$ cat src/hdl/mms_pkg.sv
// Package for the min-max scaler: sizes, item structs and sequencer states.
// No dependencies; imported by min_max_scaler_core and mms_divider.
`timescale 1ns / 1ps
`default_nettype none
package mms_pkg;

  localparam int DEPTH         = 64;
  localparam int SAMPLE_BITS   = 16;
  localparam int FRACTION_BITS = 16;

  localparam int ADDR_W  = $clog2(DEPTH);
  localparam int CNT_W   = $clog2(DEPTH + 1);
  localparam int QUOT_W  = FRACTION_BITS + 1;
  localparam int STEP_W  = $clog2(QUOT_W);
  localparam int REM_W   = SAMPLE_BITS + 1;

  typedef struct packed {
    logic signed [SAMPLE_BITS-1:0] sample;
    logic                          last_sample;
  } in_item_t;

  typedef struct packed {
    logic [QUOT_W-1:0]             scaled_value;
    logic signed [SAMPLE_BITS-1:0] original_value;
    logic                          flat_series;
    logic                          last_result;
  } out_item_t;

  typedef enum logic [2:0] {
    S_IDLE,
    S_READ,
    S_CALC,
    S_DIV,
    S_EMIT
  } state_t;

endpackage
`default_nettype wire

$ cat src/hdl/min_max_scaler_core.sv
// Min-max scaler top level: load sequencer, sample store and shared divider.
// Depends on mms_pkg, mms_ram and mms_divider.
//
// Samples are taken one per item (start high while busy is low) and
// stored in a 64-entry RAM while the running minimum and maximum are
// kept. Samples beyond 64 are dropped. The item with last_sample set ends the
// series: busy rises and every stored sample is emitted in arrival order as
// (x - min) * 65536 / (max - min), truncated, with the original sample beside
// it. Each result is shown for exactly one cycle with strobe high; there is
// no backpressure, so the receiver must take it then. Each result passes
// through one RAM read, a step that forms the difference and starts the
// divider, the bit-serial divider (17 quotient bits, one a cycle, then its
// registered done) and the output state S_EMIT. A flat series (max equals
// min) skips the divider, with scaled_value 0 and flat_series set. After the
// final result busy falls and the store is empty again.
`timescale 1ns / 1ps
`default_nettype none
module min_max_scaler_core
  import mms_pkg::*;
(
  input  wire logic      clk,
  input  wire logic      rst,
  input  wire logic      start,
  input  wire in_item_t  item,
  output logic           busy,
  output logic           strobe,
  output out_item_t      result
);

  state_t state;
  state_t state_next;

  logic                          accept;
  logic [CNT_W-1:0]              count;
  logic [ADDR_W-1:0]             idx;
  logic signed [SAMPLE_BITS-1:0] run_min;
  logic signed [SAMPLE_BITS-1:0] run_max;
  logic                          room;
  logic                          idx_last;

  logic                          ram_re;
  logic [SAMPLE_BITS-1:0]        ram_rdata;
  logic                          div_go;
  logic                          div_done;
  logic [QUOT_W-1:0]             quotient;

  logic [SAMPLE_BITS:0]          range_full;
  logic [SAMPLE_BITS:0]          diff_full;
  logic                          flat;

  assign accept   = start && !busy;
  assign room     = (count != CNT_W'(DEPTH));
  assign idx_last = ((CNT_W'(idx) + CNT_W'(1)) == count);

  // max - min and x - min never go negative, so the low bits are exact
  assign range_full = {run_max[SAMPLE_BITS-1], run_max} - {run_min[SAMPLE_BITS-1], run_min};
  assign diff_full  = {ram_rdata[SAMPLE_BITS-1], ram_rdata}
                    - {run_min[SAMPLE_BITS-1], run_min};
  assign flat       = (range_full[SAMPLE_BITS-1:0] == '0);

  mms_ram #(
    .WIDTH(SAMPLE_BITS),
    .DEPTH(DEPTH)
  ) u_store (
    .clk  (clk),
    .we   (accept && room),
    .waddr(count[ADDR_W-1:0]),
    .wdata(item.sample),
    .re   (ram_re),
    .raddr(idx),
    .rdata(ram_rdata)
  );

  mms_divider u_div (
    .clk     (clk),
    .rst     (rst),
    .go      (div_go),
    .diff    (diff_full[SAMPLE_BITS-1:0]),
    .range   (range_full[SAMPLE_BITS-1:0]),
    .done    (div_done),
    .quotient(quotient)
  );

  // next state
  always_comb begin
    state_next = state;
    unique case (state)
      S_IDLE: begin
        if (accept && item.last_sample) state_next = S_READ;
      end
      S_READ: begin
        state_next = S_CALC;
      end
      S_CALC: begin
        state_next = flat ? S_EMIT : S_DIV;
      end
      S_DIV: begin
        if (div_done) state_next = S_EMIT;
      end
      S_EMIT: begin
        state_next = idx_last ? S_IDLE : S_READ;
      end
      default: begin
        state_next = S_IDLE;
      end
    endcase
  end

  // outputs of the sequencer
  always_comb begin
    busy   = (state != S_IDLE);
    ram_re = (state == S_READ);
    div_go = (state == S_CALC) && !flat;
    strobe = (state == S_EMIT);
  end

  // result fields are formed combinationally from registers held through S_EMIT
  always_comb begin
    result.scaled_value   = flat ? '0 : quotient;
    result.original_value = ram_rdata;
    result.flat_series    = flat;
    result.last_result    = idx_last;
  end

  always_ff @(posedge clk) begin
    if (rst) begin
      state <= S_IDLE;
      count <= '0;
      idx   <= '0;
    end else begin
      state <= state_next;
      if (accept && room) begin
        count <= count + CNT_W'(1);
      end
      if (accept) begin
        idx <= '0;
      end else if (state == S_EMIT) begin
        if (idx_last) begin
          count <= '0;
        end else begin
          idx <= idx + ADDR_W'(1);
        end
      end
    end
  end

  // first sample of a series loads both bounds
  always_ff @(posedge clk) begin
    if (accept && room) begin
      if (count == '0) begin
        run_min <= item.sample;
        run_max <= item.sample;
      end else begin
        if (item.sample < run_min) run_min <= item.sample;
        if (item.sample > run_max) run_max <= item.sample;
      end
    end
  end

endmodule
`default_nettype wire

$ cat src/hdl/mms_ram.sv
// Generic single-write, single-read RAM with registered read data.
// No dependencies.
`timescale 1ns / 1ps
`default_nettype none
module mms_ram #(
  parameter int WIDTH = 16,
  parameter int DEPTH = 64
) (
  input  wire logic                     clk,
  input  wire logic                     we,
  input  wire logic [$clog2(DEPTH)-1:0] waddr,
  input  wire logic [WIDTH-1:0]         wdata,
  input  wire logic                     re,
  input  wire logic [$clog2(DEPTH)-1:0] raddr,
  output logic      [WIDTH-1:0]         rdata
);

  logic [WIDTH-1:0] mem [DEPTH];

  always_ff @(posedge clk) begin
    if (we) begin
      mem[waddr] <= wdata;
    end
    if (re) begin
      rdata <= mem[raddr];
    end
  end

endmodule
`default_nettype wire

$ cat src/hdl/mms_divider.sv
// Restoring divider: (diff * 2^FRACTION_BITS) / range, one quotient bit a cycle.
// Depends on mms_pkg; requires diff <= range.
`timescale 1ns / 1ps
`default_nettype none
module mms_divider
  import mms_pkg::*;
(
  input  wire logic                   clk,
  input  wire logic                   rst,
  input  wire logic                   go,
  input  wire logic [SAMPLE_BITS-1:0] diff,
  input  wire logic [SAMPLE_BITS-1:0] range,
  output logic                        done,
  output logic [QUOT_W-1:0]           quotient
);

  logic [REM_W-1:0]       rem;
  logic [SAMPLE_BITS-1:0] divisor;
  logic [STEP_W-1:0]      step;
  logic                   running;
  logic [REM_W-1:0]       trial;
  logic                   fits;

  // first step compares diff as is (integer quotient bit), later ones shift
  always_comb begin
    trial = (step == '0) ? rem : {rem[REM_W-2:0], 1'b0};
    fits  = (trial >= {1'b0, divisor});
  end

  always_ff @(posedge clk) begin
    if (rst) begin
      running <= 1'b0;
      done    <= 1'b0;
    end else begin
      done <= 1'b0;
      if (go) begin
        running <= 1'b1;
      end else if (running && step == STEP_W'(QUOT_W - 1)) begin
        running <= 1'b0;
        done    <= 1'b1;
      end
    end
  end

  always_ff @(posedge clk) begin
    if (go) begin
      rem      <= {1'b0, diff};
      divisor  <= range;
      step     <= '0;
      quotient <= '0;
    end else if (running) begin
      rem      <= fits ? (trial - {1'b0, divisor}) : trial;
      quotient <= {quotient[QUOT_W-2:0], fits};
      step     <= step + STEP_W'(1);
    end
  end

endmodule
`default_nettype wire
$ cat config.mk
export PLATFORM = sky130hd
export DESIGN_NAME = min_max_scaler_core
export DESIGN_NICKNAME = d
export VERILOG_FILES = /design/src/hdl/mms_pkg.sv /design/src/hdl/min_max_scaler_core.sv /design/src/hdl/mms_ram.sv /design/src/hdl/mms_divider.sv
export SDC_FILE = /design/constraint.sdc
export NUM_CORES = 1
export LEC_CHECK = 0
export BUFFER_PORTS_ARGS = -buffer_cell sky130_fd_sc_hd__buf_2
export CORE_MARGIN = 2
export CORE_UTILIZATION = 30
export DETAILED_ROUTE_END_ITERATION = 6
export GPL_TIMING_DRIVEN = 1
export SLEW_MARGIN = 20
export SYNTH_ARGS = -nofsm -noshare
export SYNTH_HDL_FRONTEND = slang
export SYNTH_SLANG_ARGS = --single-unit
$ cat constraint.sdc
create_clock -name clk -period 3.9 [get_ports clk]
set_clock_uncertainty 0.15 [all_clocks]
set_input_delay 0.78 -clock clk [delete_from_list [all_inputs] [get_ports clk]]
set_output_delay 0.78 -clock clk [all_outputs]
set_load 0.02 [all_outputs]
# Yosys cells after proc, flatten, opt, wreduce, memory -nomap -nowiden
# Memories as Yosys holds them, arrays and structs flattened. A register that Yosys moved wholly into a read port is not among the register bits.
# Index checks and enable logic that the tools add are counted.
# word_totals
ff_bits,105
ramBits,1024
inputBits,20
out_inout_bits,37
wordCells,78
memories,1
# op_classes
addsub,7
order_cmp,3
eq_ne,9
n_mux,23
bitwise,1
n_reduce_logical,22
# memory_table
memory,depth,word_bits,rd,rd_ports_with_merged_regs,write_ports,line_no,rtl
u_store.mem,64,16,1,1,1,mms_ram.sv:18,logic [WIDTH-1:0] mem [DEPTH];
# op_table
op,count
16-bit 2-to-1 mux,6
17-bit 2-to-1 mux,3
16-bit subtractor,2
7-bit 2-to-1 mux,4
17-bit by 16-bit greater-or-equal comparator with 1-bit output,1
17-bit by 16-bit subtractor with 17-bit output,1
16-bit > comparator,1
16-bit logical NOT,1
16-bit < comparator,1
3-bit case mux with 5 select lines,1
3-bit 2-to-1 mux,3
2-bit AND reduction,4
2-bit nonzero test,4
"6-bit by 1-bit adder with 7-bit output, second input constant",1
"7-bit by 1-bit adder with 7-bit output, second input constant",1
7-bit == test,1
7-bit logical NOT,1
"7-bit != test, second input constant",1
"6-bit by 1-bit adder with 6-bit output, second input constant",1
"3-bit by 2-bit == test with 1-bit output, second input constant",2
1-bit 2-to-1 mux,6
"5-bit by 1-bit adder with 5-bit output, second input constant",1
"5-bit == test, second input constant",1
1-bit logical AND,5
other kinds (10),12

# Depth between registers and ports, before layout
# Gate-level depths: netlist (run 1).
# depth
ltp_word,8
ltp_mapped,18
depth_no_buf,16

# Cells and area by module
# Synthesis (run 1) repeated with hierarchy kept, for this count alone.
# unflattened
cells_unflattened,2710
area_unflattened_um2,48286.3
# by_module_without_submodules
mod,n_inst,cells_each,area_each_um2
mms_ram,1,1829,40202.3
min_max_scaler_core,1,508,4495.6
mms_divider,1,373,3588.4

# Worst setup path before layout (run 1)
# OpenSTA, ideal clock, no wires.
# synth_path
path_kind,register -> register
startpoint,register u_div.step[0]
endpoint,register u_div.rem[10] (data pin)
arrival_time_ps,3591
t_required_ps,3489
path_slack_ps,-101
stages_incl_launch_ff,18
period_less_slack_ps,4001
cell_sequence,dfxtp_1 -> inv_1 -> ha_1 -> or4b_1 -> clkbuf_1 -> clkbuf_1 -> nand2_1 -> nand2_1 -> ha_1 -> clkbuf_1 -> nand2_1 -> or3_1 -> a211oi_1 -> nor2_1 -> o221ai_1 -> buf_2 -> mux2i_1 -> mux2i_1
# synth_via
elab_chain_cells,6
elab_cells_between_ends,7
cone_classes,1 x add/sub; 1 x order compare; 4 x mux; 1 x reduce/logical
# synth_rtl
element,line_no,rtl
start: declaration,mms_divider.sv:19,logic [STEP_W-1:0] step;
start signal: assignment,mms_divider.sv:54,step <= step + STEP_W'(1);
5-bit logical NOT *,mms_divider.sv:26,"trial = (step == '0) ? rem : {rem[REM_W-2:0], 1'b0};"
17-bit 2-to-1 mux *,mms_divider.sv:26,
17-bit by 16-bit subtractor with 17-bit output / 17-bit by 16-bit greater-or-equal comparator with 1-bit output (equally long branches),"mms_divider.sv:52, mms_divider.sv:27",
17-bit 2-to-1 mux *,mms_divider.sv:52,"rem <= fits ? (trial - {1'b0, divisor}) : trial;"
16-bit 2-to-1 mux *,mms_divider.sv:51,end else if (running) begin
16-bit 2-to-1 mux *,mms_divider.sv:46,if (go) begin
end signal: assignment,mms_divider.sv:47,"rem <= {1'b0, diff};"
end signal: assignment,mms_divider.sv:52,
end: declaration,mms_divider.sv:17,logic [REM_W-1:0] rem;
# Mark *: on every way between the ends. The rest lies on a longest branch, timed or not. The select of a mux whose other input is x is not followed.
# A chain may end at the register's enable or synchronous reset.

==> flow_summary.ini, run 1 <==
[outcome]
status = finished with violations
failed_checks = design-rule violations, negative setup slack

[yosys]
ys.flop_type = edfxtp_1
synth_top_family_by_area = multiplexers
yosysWarnings = 0
synth-adder-area-share_pct = 2.31
async_flop_share_pct = 0
yosysSeqAreaShare_pct = 72.3
synth_cell_types = 67
synth_edf_count = 1104
synth_xor_area_share_pct = 1.04
syn_inst = 2361
synthSimpleGateAreaFrac_pct = 3.43
yosysTopAreaCell = edfxtp_1
avgSynthCellArea_um2 = 19.9
syn_nets = 2466
synth_top_area_share_pct = 70.6
synth-compound-area-share_pct = 2.36
yosys_register_bits = 1145
synth_area_leaders = edfxtp_1 (71%), mux4_2 (16%), ha_1 (2.2%)
syn_area_mm2 = 0.0470
synthMuxAreaShare_pct = 17.0

[global_routing]
grt_max_degree = 79
antenna_found_initial = 13
grt_pass1_vias = 23900
grt_remaining_overflow = 0
grt_util_all_layers_pct = 14.7
grt_pass1_wl_um = 170000

[timing]
rsz0062_at_grt = true
hold_viol = 0
relSlewSlack_pct = 37.1
timing.final.crit_share_pct = 117
max_slew.worst_pin.slew_ps = 942
drv_slew = 0
fmax_mhz = 220
final.setup.worst_slack_ps = -651
setup_viol = 19
period_needed_ps = 4550
hold_slack_ps = 250

[drt]
drtIter0Drc = 2410
ant_nets = 0
viasPerCell = 4.92
drc_errors = 4
vias = 23600
wire_per_inst_um = 24.6
wl_um = 118000
firstDrtPassIters = 7

[critical_path]
reg2reg_to = u_div.divisor[5]
reg2regPathDepth = 29
required_ps = 2970
crit_fanout = 7
rrSetupSlack_ps = -400
start_kind = flip-flop
reg2reg_from = run_min[3]
critPathCaptureType = output pin
arrival_ps = 3620
critPathKind = reg2out

[cells_and_area]
stdcell_area_mm2 = 0.0558
final_nets = 2747
drive_above_1_share_pct = 31.5
fin_cells = 4802
areaGrowthSynthToFinish_pct = 18.7

[power_and_ir_drop]
p_per_area_mw_per_mm2 = 536
vdd_drop_max_mv = 0.403
p_leak_nw = 17.9
power_w = 0.0299

[die]
io-pin-count = 57
num_rows = 145
core-area_mm2 = 0.156
die_y_um = 400
die-area_mm2 = 0.160
die_w_um = 400
initial_core_util_pct = 30.1

[clock_tree]
clock_path_buffers = 3
cts.sinks = 1145
cts.htree.levels = 3
cts_buffers = 119
cts_tree = yes
clk_pin_slew_ps = 60
worstSkewPairLatency_ps = 770
cts_root_buf = clkbuf_16
ctsHoldBuffers = 0

[placed_design]
gp_congestion = 0.796
dp_cells = 4541
dpl_cell_area_mm2 = 0.0510
io_buffer_count = 56
dp_hpwl_um = 73500

[flow_run]
cap_viol_max_count = 0

[worst_hold_path]
hold_end = count[0]
hp-start = rst
holdCritPathClass = in2reg
hold_depth = 2
-- routing by layer --
metal	part of all wire [%]	up-vias	global-route usage (%)
li1	-	10200	-
met1	43	12500	20.0
met2	48	706	23.7
met3	6.5	161	3.08
met4	2.6	2	4.42
met5	0.0059	-	0
-- final cells by class --
type	count	area [um2]
antenna	1	2.50
sequential	1145	34000
clock buffer	135	3080
fill	14200	100000
multi-input combinational	1035	12600
timing repair buffer	269	2360
inverter	72	273
tap	2058	2570
clock inverter	87	938
-- synthesized netlist by cell type (4+ instances only) --
cell type	instances
a211o_1	4
a211oi_1	6
a21o_1	21
a21oi_1	43
a31oi_1	4
and2_1	18
and3_1	6
buf_1	28
buf_2	4
clkbuf_1	73
dfxtp_1	41
edfxtp_1	1104
ha_1	82
inv_1	71
mux2i_1	43
mux4_2	336
nand2_1	87
nand2b_1	10
nand3_1	19
nand4_1	11
nor2_1	139
nor2b_1	13
nor3_1	13
o211ai_1	5
o21a_1	10
o21ai_0	40
o21bai_1	4
or3_1	6
xnor2_1	30
xor2_1	26
-- state kept, by name (all words and copies together), names as in the netlist --
signal          count
u_store.rdata      16
u_div.divisor      16
u_div.step          5
u_div.quotient     17
state               3
idx                 6
run_min            16
run_max            16
count               7
u_div.rem          17
u_div.running       1
u_store.mem      1024
u_div.done          1
-- power by group --
group          leakage, nW  switching [W]  internal [W]  total, W
sequential            10.3       0.000129        0.0138    0.0140
combinational         5.68        0.00242       0.00195   0.00437
clock                 1.95        0.00482       0.00674    0.0116
-- cells by family (layout without fill, tap and decap cells) --
logic type,count (synthesis),in the layout
adders and majority gates,85,85
DFF,1145,1145
muxes,380,380
xor gates and xnor gates,56,56
AOI/OAI and AO/OA,170,170
other,0,1
and+or+nand+nor,344,344
buffers and inverters,181,563
-- layout by cell type, fill, tap and decap left out, types with 6 or more instances in the layout --
| cell | netlist | routed |
|---|---|---|
| and3_1 | 6 | 6 |
| nor2_1 | 139 | 123 |
| and2_4 | 0 | 17 |
| nor2b_1 | 13 | 12 |
| inv_1 | 71 | 66 |
| clkbuf_16 | 0 | 123 |
| buf_6 | 1 | 45 |
| ha_1 | 82 | 75 |
| o21a_1 | 10 | 10 |
| buf_4 | 3 | 165 |
| nand4_1 | 11 | 11 |
| dfxtp_1 | 41 | 37 |
| xnor2_1 | 30 | 30 |
| nor3_1 | 13 | 10 |
| bufinv_16 | 0 | 16 |
| o21ai_0 | 40 | 38 |
| or3_1 | 6 | 6 |
| a21o_1 | 21 | 21 |
| clkinvlp_4 | 0 | 8 |
| clkinv_2 | 0 | 26 |
| clkinv_1 | 0 | 31 |
| clkbuf_1 | 73 | 14 |
| edfxtp_1 | 1104 | 1104 |
| buf_12 | 0 | 18 |
| buf_2 | 4 | 38 |
| nand3_1 | 19 | 19 |
| nor2_2 | 0 | 16 |
| mux4_2 | 336 | 336 |
| xor2_1 | 26 | 26 |
| a21oi_1 | 43 | 40 |
| nand2b_1 | 10 | 10 |
| mux2i_1 | 43 | 43 |
| nand2_1 | 87 | 87 |
-- critical path, cell delays in order, from the launching register on --
cell      delay, ps
edfxtp_1        420
ha_4            190
fa_2            370
nor2b_2         150
o31a_1          210
a21oi_2          60
or4b_4          540
nor4b_4         210
nand4_1         140
buf_6           170
buf_6           130
and2_4          160
buf_6           120
-- metrics by stage --
step | worst slack, ps | setup TNS [ps] | utilization [%]
floorplan | 21.9 | 0 | -
global placement | -81.8 | -81.8 | 32.7
detailed placement | -121 | -131 | 32.7
CTS | -705 | -12600 | 35.5
global route | -786 | -14170 | 35.8
finish | -651 | -11670 | 35.8
-- worst max path at each step --
stage / from / endpoint / slack, ps / cells past startpoint
floorplan: u_div.step[0] / u_div.rem[10] / 20 / 15
CTS: run_max[1] / result[31] / -710 / 12
detailed placement: u_div.step[0] / u_div.rem[16] / -120 / 16
global placement: u_div.step[0] / u_div.rem[16] / -80 / 16
finish: run_min[0] / result[34] / -650 / 12
global route: run_min[0] / result[34] / -790 / 12
-- repair_timing --
action                                  in CTS  in global routing
gates resized for setup                     43                 80
pin swaps                                    5                  8
endpoints found under the hold margin        0                  0
cloned                                       1                  2
endpoints found under the setup margin      20                 39
setup buffers                               29                  6
(Power assumes the default switching activity.)
==> run 2: changes to the inputs <==
--- a/config.mk
+++ b/config.mk
@@ -10,6 +10,7 @@
 export CORE_UTILIZATION = 30
 export DETAILED_ROUTE_END_ITERATION = 6
 export GPL_TIMING_DRIVEN = 1
+export SETUP_SLACK_MARGIN = 0.15
 export SLEW_MARGIN = 20
 export SYNTH_ARGS = -nofsm -noshare
 export SYNTH_HDL_FRONTEND = slang
==> run 2 against run 1 <==
  * The run ends with negative setup slack left
  * Via count decreased by 0.50%
  * Non-clock buffer count increased by 14
  * Highest routed layer unchanged
  * Register-to-register slack got worse by 190 ps
  * Worst hold slack got worse by 6.9 ps
  * Critical path type unchanged
  * Die area unchanged
  * Sequential share of layout area decreased by 0.18 points
  * Final cell count about the same
==> flow_summary.ini, run 2 (synthesized netlist as in run 1, its figures left out) <==
[outcome]
status = finished with violations
failed_checks = negative setup slack

[drt]
vias = 23500
wl_um = 118000
wire_per_inst_um = 24.6
viasPerCell = 4.89
ant_nets = 0
firstDrtPassIters = 5
drc_errors = 0
drtIter0Drc = 2250

[clock_tree]
clk_pin_slew_ps = 60
cts.sinks = 1145
clock_path_buffers = 3
cts_tree = yes
worstSkewPairLatency_ps = 740
ctsHoldBuffers = 0
cts_root_buf = clkbuf_16
cts_buffers = 114
cts.htree.levels = 3

[global_routing]
grt_pass1_vias = 23600
grt_max_degree = 67
grt_remaining_overflow = 0
grt_util_all_layers_pct = 14.5
grt_pass1_wl_um = 168000
antenna_found_initial = 11

[critical_path]
slowest_delay_ps = 520
critPathCaptureType = output pin
critPathTopFamily = simple AND/OR/NAND/NOR gates
path_common_cell = buf_6
rrSetupSlack_ps = -590
crit_buf_inv = 4
required_ps = 2970
cp_cell_sequence = inv_2 > ha_4 > nor2b_4 > o2111a_1 > a211oi_2 > xnor2_1 > or4b_4 > nor4b_4 > nand4_1 > buf_6 > buf_12 > and2_1 > buf_6
arrival_ps = 3670
critPathKind = reg2out
crit_path_top_delay_cell = or4b_4
crit_fanout = 11
start_kind = flip-flop

[timing]
max_slew.worst_pin.slew_ps = 962
final.setup.worst_slack_ps = -701
rsz0062_at_grt = true
period_needed_ps = 4600
timing.final.crit_share_pct = 118
fmax_mhz = 217
hold_viol = 0
relSlewSlack_pct = 35.8
setup_viol = 19
drv_slew = 0
hold_slack_ps = 243

[cells_and_area]
fin_cells = 4805
final_nets = 2757
largest_register_ff_count = 1024
drive_above_1_share_pct = 32.2
final_common_cell = edfxtp_1
regMostFlops = u_store.mem
areaGrowthSynthToFinish_pct = 19.1
reg.largest.list = u_store.mem: 1024 flops, u_div.quotient: 17 flops, u_div.rem: 17 flops
layout_common_cells = edfxtp_1 (1104), mux4_2 (336), buf_4 (166), nor2_1 (129), clkbuf_16 (120)

[die]
initial_core_util_pct = 30.1
die_y_um = 400
die-area_mm2 = 0.160
num_rows = 145
io-pin-count = 57
core-area_mm2 = 0.156
die_w_um = 400

[placed_design]
gp_congestion = 0.800
io_buffer_count = 56
dp_hpwl_um = 72000
dp_cells = 4527
dp_slack_ps = -108

[flow_run]
cap_viol_max_count = 0

[worst_hold_path]
holdCritPathClass = in2reg

[power_and_ir_drop]
p_leak_nw = 17.9
p_per_area_mw_per_mm2 = 540
vdd_drop_max_mv = 0.405
## run 2: changes by cell type in the layout (fill, tap and decap cells not counted), sizes merged
cell	before	now
clkbuf	137	151
buf	267	278
clkinv	61	50
bufinv	16	8
clkinvlp	8	3
inv	74	76
## run 2: where the power goes
group,leakage (nW),internal (W),switching (W)
Clock,1.79,0.00608,0.00472
Combinational,5.85,0.00260,0.00285
Sequential,10.3,0.0138,0.000133
## run 2: final timing paths
path | start | cells past startpoint | endpoint
worst max-delay path | run_min[1] | 13 | result[18]
worst min-delay path | item[8] | 1 | u_store.mem[9][7]
worst max register to register | run_min[1] | 32 | u_div.divisor[5]
worst min register to register | u_div.quotient[10] | 2 | u_div.quotient[11]
## run 2: per-layer routing
metal  vias to the layer above  track usage (%)  wire length, um
met3                       181             2.05             6130
met4                         4             4.30             3070
met2                       662             23.9            57400
met5                         -                0               27
li1                      10200                -                -
met1                     12400             20.0            51300
## run 2: layout make-up
type                    count  area (um2)
repair buffers            283        2620
well taps                2058        2570
repair inverters            1        30.0
diodes                      1        2.50
clock buffers             146        3050
multi-input cells        1035       12800
inverters                  72         283
fillers                 14200       99900
clock inverters            64         621
flip-flops and latches   1145       34000
## run 2: metrics by stage
step / cell area, um2 / utilization, % / power (W) / TNS [ps]
2_1_floorplan: 47000 / - / 0.0168 / 0
3_3_place_gp: 50800 / 32.6 / 0.0179 / -5320
3_5_place_dp: 50800 / 32.6 / 0.0180 / -1600
4_1_cts: 55200 / 35.4 / 0.0293 / -14040
5_1_grt: 55900 / 35.9 / 0.0313 / -16440
6_report: 55900 / 35.9 / 0.0302 / -12770
## run 2: repair_timing
item                                   CTS  global route
gates resized for setup                 59           128
endpoints found under the hold margin    0             0
pin swaps                                7            34
cloned                                   3             5
setup buffers                           41            18
setup endpoints to repair               87            90
==> run 3: changes to the inputs <==
--- a/config.mk
+++ b/config.mk
@@ -5,8 +5,9 @@
 export SDC_FILE = /design/constraint.sdc
 export NUM_CORES = 1
 export LEC_CHECK = 0
+export ABC_CLOCK_PERIOD_IN_PS = 3900
 export BUFFER_PORTS_ARGS = -buffer_cell sky130_fd_sc_hd__buf_2
-export CORE_MARGIN = 2
+export CORE_MARGIN = 10
 export CORE_UTILIZATION = 30
 export DETAILED_ROUTE_END_ITERATION = 6
 export GPL_TIMING_DRIVEN = 1
@@ -15,3 +16,4 @@
 export SYNTH_ARGS = -nofsm -noshare
 export SYNTH_HDL_FRONTEND = slang
 export SYNTH_SLANG_ARGS = --single-unit
+export TNS_END_PERCENT = 50
==> run 3 against run 2 <==
  * The flow still finishes with violations (negative setup slack)
  * Final area up 0.98%
  * Clock power is essentially flat
  * Total power down 0.82%
  * First-iteration DRC count decreased by 0.67%
  * Flip-flop and latch count unchanged
  * Non-clock buffer count rose by 21
  * Combinational power decreased by 8.6%
  * Utilization rose by 0.31 points
  * Routed wire length grew 3.3%
  * Worst hold slack lost 17 ps
  * Critical endpoint is now result[25]
==> flow_summary.ini, run 3 (synthesized netlist as in run 1, its figures left out) <==
[timing]
setup_viol = 19
period_needed_ps = 4540
final.setup.worst_slack_ps = -644
relSlewSlack_pct = 26.6
tns_ps = -11720
timing.final.crit_share_pct = 117
hold_viol = 0
fmax_mhz = 220
drv_slew = 0
hold_slack_ps = 226
rsz0062_at_grt = true
max_slew.worst_pin.slew_ps = 1100

[cells_and_area]
areaGrowthSynthToFinish_pct = 20.3
layout_common_cells = edfxtp_1 (1104), mux4_2 (336), buf_4 (168), clkbuf_16 (122), nor2_1 (91)
regMostFlops = u_store.mem
drive_above_1_share_pct = 33.9
stdcell_area_mm2 = 0.0565
reg.largest.list = u_store.mem: 1024 flops, u_div.quotient: 17 flops, u_div.rem: 17 flops
largest_register_ff_count = 1024
final_nets = 2781
final_common_cell = edfxtp_1

[critical_path]
critPathKind = reg2out
path_common_cell = buf_6
crit_path_start = run_min[0]
slowest_delay_ps = 560
critPathTopFamily = simple AND/OR/NAND/NOR gates
crit_buf_inv = 3
reg2reg_from = run_min[1]
reg2regPathDepth = 31
cp_cell_sequence = ha_4 > fa_2 > nor2b_4 > o31a_1 > a21oi_1 > or4b_4 > nor4b_4 > nand4_1 > buf_6 > buf_12 > and2_1 > buf_6
path_depth = 12
crit_path_top_delay_cell = or4b_4
arrival_ps = 3610
critPathCaptureType = output pin
worstSetupEndpoint = result[25]
rrSetupSlack_ps = -500
crit_fanout = 6
reg2reg_to = u_div.divisor[5]
start_kind = flip-flop
required_ps = 2970

[die]
die_w_um = 416
io-pin-count = 57
die_y_um = 416
num_rows = 145
initial_core_util_pct = 30.1
die-area_mm2 = 0.173
core-area_mm2 = 0.156

[power_and_ir_drop]
p_per_area_mw_per_mm2 = 530
power_w = 0.0300
vdd_drop_max_mv = 0.366
p_leak_nw = 18.1

[drt]
vias = 23900
wl_um = 122000
wire_per_inst_um = 25.2
drtIter0Drc = 2235
viasPerCell = 4.94
firstDrtPassIters = 5
ant_nets = 0
drc_errors = 0

[placed_design]
io_buffer_count = 56
dpl_cell_area_mm2 = 0.0515
dp_hpwl_um = 75900
gp_congestion = 0.805

[flow_run]
cap_viol_max_count = 0

[global_routing]
grt_pass1_wl_um = 174000
grt_pass1_vias = 24500
grt_remaining_overflow = 0
grt_util_all_layers_pct = 13.7
grt_max_degree = 67
antenna_found_initial = 19

[clock_tree]
cts_tree = yes
cts.sinks = 1145
worstSkewPairLatency_ps = 740
cts.htree.levels = 3
cts_buffers = 117
cts_root_buf = clkbuf_16
clock_path_buffers = 3
clk_pin_slew_ps = 60

[outcome]
failed_checks = negative setup slack
status = finished with violations

[worst_hold_path]
holdCritPathClass = in2reg
run 3: cell types whose count changed in the layout (fill, tap and decap cells not counted), moves of 5 or more:
cell        previous run  this run
nand2_1               75        83
clkinvlp_4             3         8
clkinv_1              22        27
buf_12                21        44
nor2_1               129        91
nor2_2                10        47
run 3: worst min-delay path by stage:
stage / start / end / slack, ps / cells past startpoint
after floorplan: u_div.quotient[16] / u_div.quotient[16] / 300 / 2
after global placement: u_div.quotient[6] / u_div.quotient[6] / 350 / 2
after detailed placement: u_div.quotient[6] / u_div.quotient[6] / 350 / 2
after CTS: rst / u_div.running / 170 / 2
after global routing: rst / count[0] / 230 / 2
final: rst / u_div.running / 230 / 2
run 3: per-stage QoR:
step	util (%)	setup WS, ps	cells
3_3_place_gp	33.0	-199	4557
2_1_floorplan	-	150	2361
6_report	36.2	-644	4834
3_5_place_dp	33.0	-225	4557
4_1_cts	35.7	-689	4801
5_1_grt	36.2	-769	4833
run 3: final cells by class:
cell class / count / area (um2)
fillers: 14300 / 99500
flip-flops and latches: 1145 / 34000
multi-input cells: 1036 / 12800
clock buffers: 144 / 3070
repair buffers: 304 / 3010
well taps: 2058 / 2570
clock inverters: 72 / 723
inverters: 72 / 278
diodes: 3 / 7.51
run 3: metal layers:
metal / wire, um / track usage (%)
met4: 4970 / 5.48
met1: 50000 / 17.7
met3: 7840 / 2.82
met2: 59100 / 22.4
met5: 34 / 0
run 3: repair_timing:
item                                    in CTS  in global routing
setup buffers                               27                 25
resized for setup                           57                103
endpoints found under the setup margin      37                 92
endpoints found under the hold margin        0                  0
hold buffers                                 0                  0
gates cloned                                 1                  5
pin swaps                                    7                 23
run 3: power by group:
| part | switching [W] | internal, W | total (W) |
|---|---|---|---|
| Sequential | 0.000131 | 0.0138 | 0.0140 |
| Clock | 0.00477 | 0.00626 | 0.0110 |
| Combinational | 0.00265 | 0.00232 | 0.00498 |
| Total | 0.00755 | 0.0224 | 0.0300 |
